[src/hdl/mccpm_ram.sv]
// Generic simple dual-port RAM with registered read.
`timescale 1ns / 1ps
module mccpm_ram #(
	parameter int WIDTH = 32,
	parameter int DEPTH = 64
) (
	input  logic                     clk,
	input  logic                     we,
	input  logic [$clog2(DEPTH)-1:0] waddr,
	input  logic [WIDTH-1:0]         wdata,
	input  logic [$clog2(DEPTH)-1:0] raddr,
	output logic [WIDTH-1:0]         rdata
);
	logic [WIDTH-1:0] mem [DEPTH];

	// Write one word; the read word is registered and appears in the next cycle
	always_ff @(posedge clk) begin
		if (we) begin
			mem[waddr] <= wdata;
		end
		rdata <= mem[raddr];
	end
endmodule

[config.mk]
export PLATFORM = sky130hd
export DESIGN_NAME = mccpm_ram
export DESIGN_NICKNAME = d
export VERILOG_FILES = /design/src/hdl/mccpm_ram.sv
export SDC_FILE = /design/constraint.sdc
export NUM_CORES = 2
export LEC_CHECK = 0
export BUFFER_PORTS_ARGS = -buffer_cell sky130_fd_sc_hd__buf_2
export CORE_MARGIN = 3
export CORE_UTILIZATION = 55
export CTS_CLUSTER_DIAMETER = 80
export CTS_CLUSTER_SIZE = 8
export DETAILED_ROUTE_END_ITERATION = 7
export PLACE_DENSITY = 0.71
export SLEW_MARGIN = 5
export SYNTH_ARGS = -nofsm -noshare
export SYNTH_HDL_FRONTEND = slang
export SYNTH_SLANG_ARGS = --single-unit
[constraint.sdc]
create_clock -name clk -period 5.2 [get_ports clk]
set_clock_uncertainty 0.15 [all_clocks]
set_input_delay 1.04 -clock clk [delete_from_list [all_inputs] [get_ports clk]]
set_output_delay 1.04 -clock clk [all_outputs]
set_load 0.005 [all_outputs]
# After elaboration in Yosys (flattened, before gate mapping)
# Memory sizes are Yosys's and may differ from the RTL's. A register that Yosys moved wholly into a read port is not among the register bits.
# Cells that the tools add are included.
[op_classes]
bitwise = 0
reduce_logical = 0
n_shift = 0
n_mux = 2
n_lt_le_gt_ge = 0
n_eq_ne = 0
add_sub_neg = 0
n_mul = 0
div = 0
[ops]
columns = ["op", "count"]
rows = [
  ["2-to-1 mux 1 bit", 2],
]
[word_totals]
ramBits = 2048
rom_bits = 0
ff_bits = 0
latch_bits = 0
memories = 1
output_inout_bits = 32
inputBits = 46
[mem_list]
columns = ["name", "words", "width", "rd", "rd_clocked_by_memory_dff", "wr", "line", "source"]
rows = [
  ["mem", 64, 32, 1, 1, 1, "14", "logic [WIDTH-1:0] mem [DEPTH];"],
]

# Logic depth before layout (Yosys ltp)
[depth]
ltp_word = 2
mapped_depth = 10
ltp_nobuf = 5

# Worst setup path after synthesis
# No wires, ideal clock.
[synth_path]
path_kind = "input -> register"
startpoint = "in waddr[3]"
endpoint = "mem mem[48][0], enable pin"
setup_time_ns = 0.461
arrival_time_ns = 3.739
required_time_ns = 4.589
setup_slack_ns = 0.850
stages = 4
n_path_buf = 1
cell_sequence = "clkbuf_1 -> nor2b_1 -> nand4b_1 -> nor3_1"
[synth_rtl]
columns = ["element", "line", "source"]
rows = [
  ["from (decl)", "9", "input logic [$clog2(DEPTH)-1:0] waddr,"],
  ["to (decl)", "14", ""],
]
# No word-level cell before the write port.

==> qor.csv <==
stage,metric,value,unit
routing,Avg WL per Cell,34.72,µm
critical_path,Critical Path End Type,flip-flop,
routing,vias per cell,6.676,
sta,worst hold slack,0.6780,ns
yosys,Post-Synthesis Cells,3324,
die,Core Rows,138,
routing,via count,38160,
pwr,Max VDD drop,0.0002801,V
clock_tree,H-Tree Depth,5,
place,detailed placement HPWL,105500,µm
sta,Slew @ Worst Pin,1.276,ns
critical_path,startpoint types,input pin,
yosys,Cell variety after synth,34,
clock_tree,CTS Sinks,2080,
pwr,cell leakage power,28.64,nW
clock_tree,clk slew on worst S/H paths,0.05,ns
grt,largest net degree at the start of global routing,69,
yosys,"Seq/Total Area, Yosys",79.14,%
layout,"commonest cells after routing, fill and taps aside","2048 x edfxtp_1, 544 x mux4_2, 317 x clkbuf_16",
grt,GRT overflow,0,
yosys,Seq cells post-synth,2080,
yosys,Yosys top cell area share,78.33,%
sta,relative max-transition margin,14.92,%
layout,"commonest non-fill, non-tap cell in the layout",edfxtp_1,
critical_path,type of the worst setup path,input pin to flip-flop,
sta,Max Freq,0.2859,GHz
clock_tree,TritonCTS clock tree,built,
clock_tree,clock tree buffer depth,4,
critical_path,Worst R2R Path Depth,4,
clock_tree,root buffer cell,clkbuf_16,
critical_path,Required @ worst endpoint,5.78,ns
die,Initial Utilization,55.45,%
hold_path,worst hold path type,input pin to flip-flop,
sta,final setup violating endpoints,0,
place,Setup Slack @ Placement,0.7477,ns
place,IO buf count,77,
clock_tree,cts repair resizes,0,
yosys,Mapped Area,78520,µm²
grt,GRT Total Usage,27.49,%
layout,Layout area overhead,15.72,%
clock_tree,Worst-Skew Late Latency,0.90,ns
yosys,"Async S/R FF share, synth",0,%
clock_tree,# hold bufs at CTS,0,
routing,remaining antenna violation count,0,
die,Core Box Area,141600,µm²
grt,global-route wire length before repair,286000,µm
hold_path,worst hold path startpoint,wdata[10],
yosys,prevailing post-synth register cell,edfxtp_1,
routing,Iteration-0 DRC Markers,5202,
place,GP Congestion,0.8094,
routing,DR pass1 iterations,6,
sta,TNS Setup,0,ns
yosys,ranking of synthesized cells by area,"edfxtp_1 78%, mux4_2 16%, mux2i_1 1.2%",
yosys,Ys Warns,0,
pwr,pwr dens,417.1,nW/µm²
critical_path,CP Max Fanout,64,
sta,Final Max Slew Viols,0,
sta,RSZ-0062 raised after global routing,no,
layout,layout cell share with drive strength beyond 1,30.51,%
hold_path,hold depth,2,
outcome,outcome,"complete, no violations",
layout,Final #Nets,3733,
critical_path,reg2reg setup slack,2.76,ns
clock_tree,# Post-CTS Setup Buffers,0,
critical_path,"Arr. time, crit path",4.08,ns
die,die width,383.8,µm
layout,Final Util,64.17,%
grt,vias in the first global route,39200,
flow_run,max-cap check violation count,0,
die,die area,147300,µm²
sta,Final period util,67.26,%
routing,Residual DRC,0,
sta,post-layout worst setup margin,1.703,ns
critical_path,CP startpoint,raddr[1],
die,DIE HEIGHT,383.8,µm
yosys,"EDFF count, synth",2048,
sta,fin crit period,3.497,ns
yosys,Synth area leader,edfxtp_1,
yosys,"Avg Cell Area, Syn",23.62,µm²
routing,DRT Wirelength,198500,µm
grt,antenna violations before repair,8,
yosys,Mapped Nets,3370,
die,io pins,78,
critical_path,r2r startpoint,mem[42][14],
sta,Hold Fails Final Rpt,0,
clock_tree,CTS Buf Count,309,
[metal layers]
metal  track usage, %  share of wire (%)  up-vias
met5                0              0.018        -
met2            42.77                 48     2477
met1            38.57                 37    20310
met3            6.423                 11      394
met4            10.39                3.7        6
li1                 -                  -    14970
[power by group]
part / total, mW / switching [mW] / leakage [nW] / internal, mW
sequential: 18.7 / 0.0884 / 18.7 / 18.6
clock: 17.5 / 6.57 / 4.07 / 11.0
combinational: 1.66 / 1.03 / 5.88 / 0.630
total: 37.9 / 7.68 / 28.6 / 30.2
[stage by stage]
step	power, mW	cell area, µm²	std cells
global placement	20.63	82420	5266
global route	38.89	90850	5712
detailed placement	20.66	82420	5266
finish	37.90	90860	5716
CTS	38.09	90850	5712
floorplan	19.85	78520	3324
[critical path, stage by stage]
cell and delay (ns):
buf_8 0.51, buf_4 0.45, buf_4 0.44, mux4_2 0.39, mux4_2 0.52, o22ai_1 0.51
nor2_1 0.11
[cell families after synthesis]
group           share of synthesized area [%]
flops                                   79.14
buf+inv                                 1.128
mux                                     16.79
simple gates                            1.265
compound gates                          1.673
[synth_stat cells (3+ instances only)]
master,n
a21oi_1,62
a22oi_1,12
a311oi_1,8
a41o_1,4
and3_1,4
buf_1,21
buf_2,57
buf_4,25
buf_6,5
clkbuf_1,74
dfxtp_1,32
edfxtp_1,2048
mux2i_1,93
mux4_2,544
nand2_1,26
nand2b_1,8
nand3_1,5
nand3b_1,5
nor2_1,137
nor2b_1,15
nor3_1,7
o221ai_1,27
o22ai_1,84
o32ai_1,4
or3_1,3
or3b_2,3
[worst paths after layout]
check	end
min reg2reg	rdata[4]
max	rdata[1]
max reg2reg	rdata[14]
min	mem[0][10]
[state kept, by name, indices dropped and copies added (netlist names)]
signal	cells
rdata	32
mem	2048
[final cells by class]
class / count / area (µm²)
repair buffers: 234 / 1951
clock inverters: 2 / 17.52
flip-flops and latches: 2080 / 62140
multi-input cells: 1062 / 15970
fillers: 8968 / 50730
clock buffers: 444 / 8409
well taps: 1890 / 2365
diodes: 4 / 10.01
(Power assumes the default switching activity.)
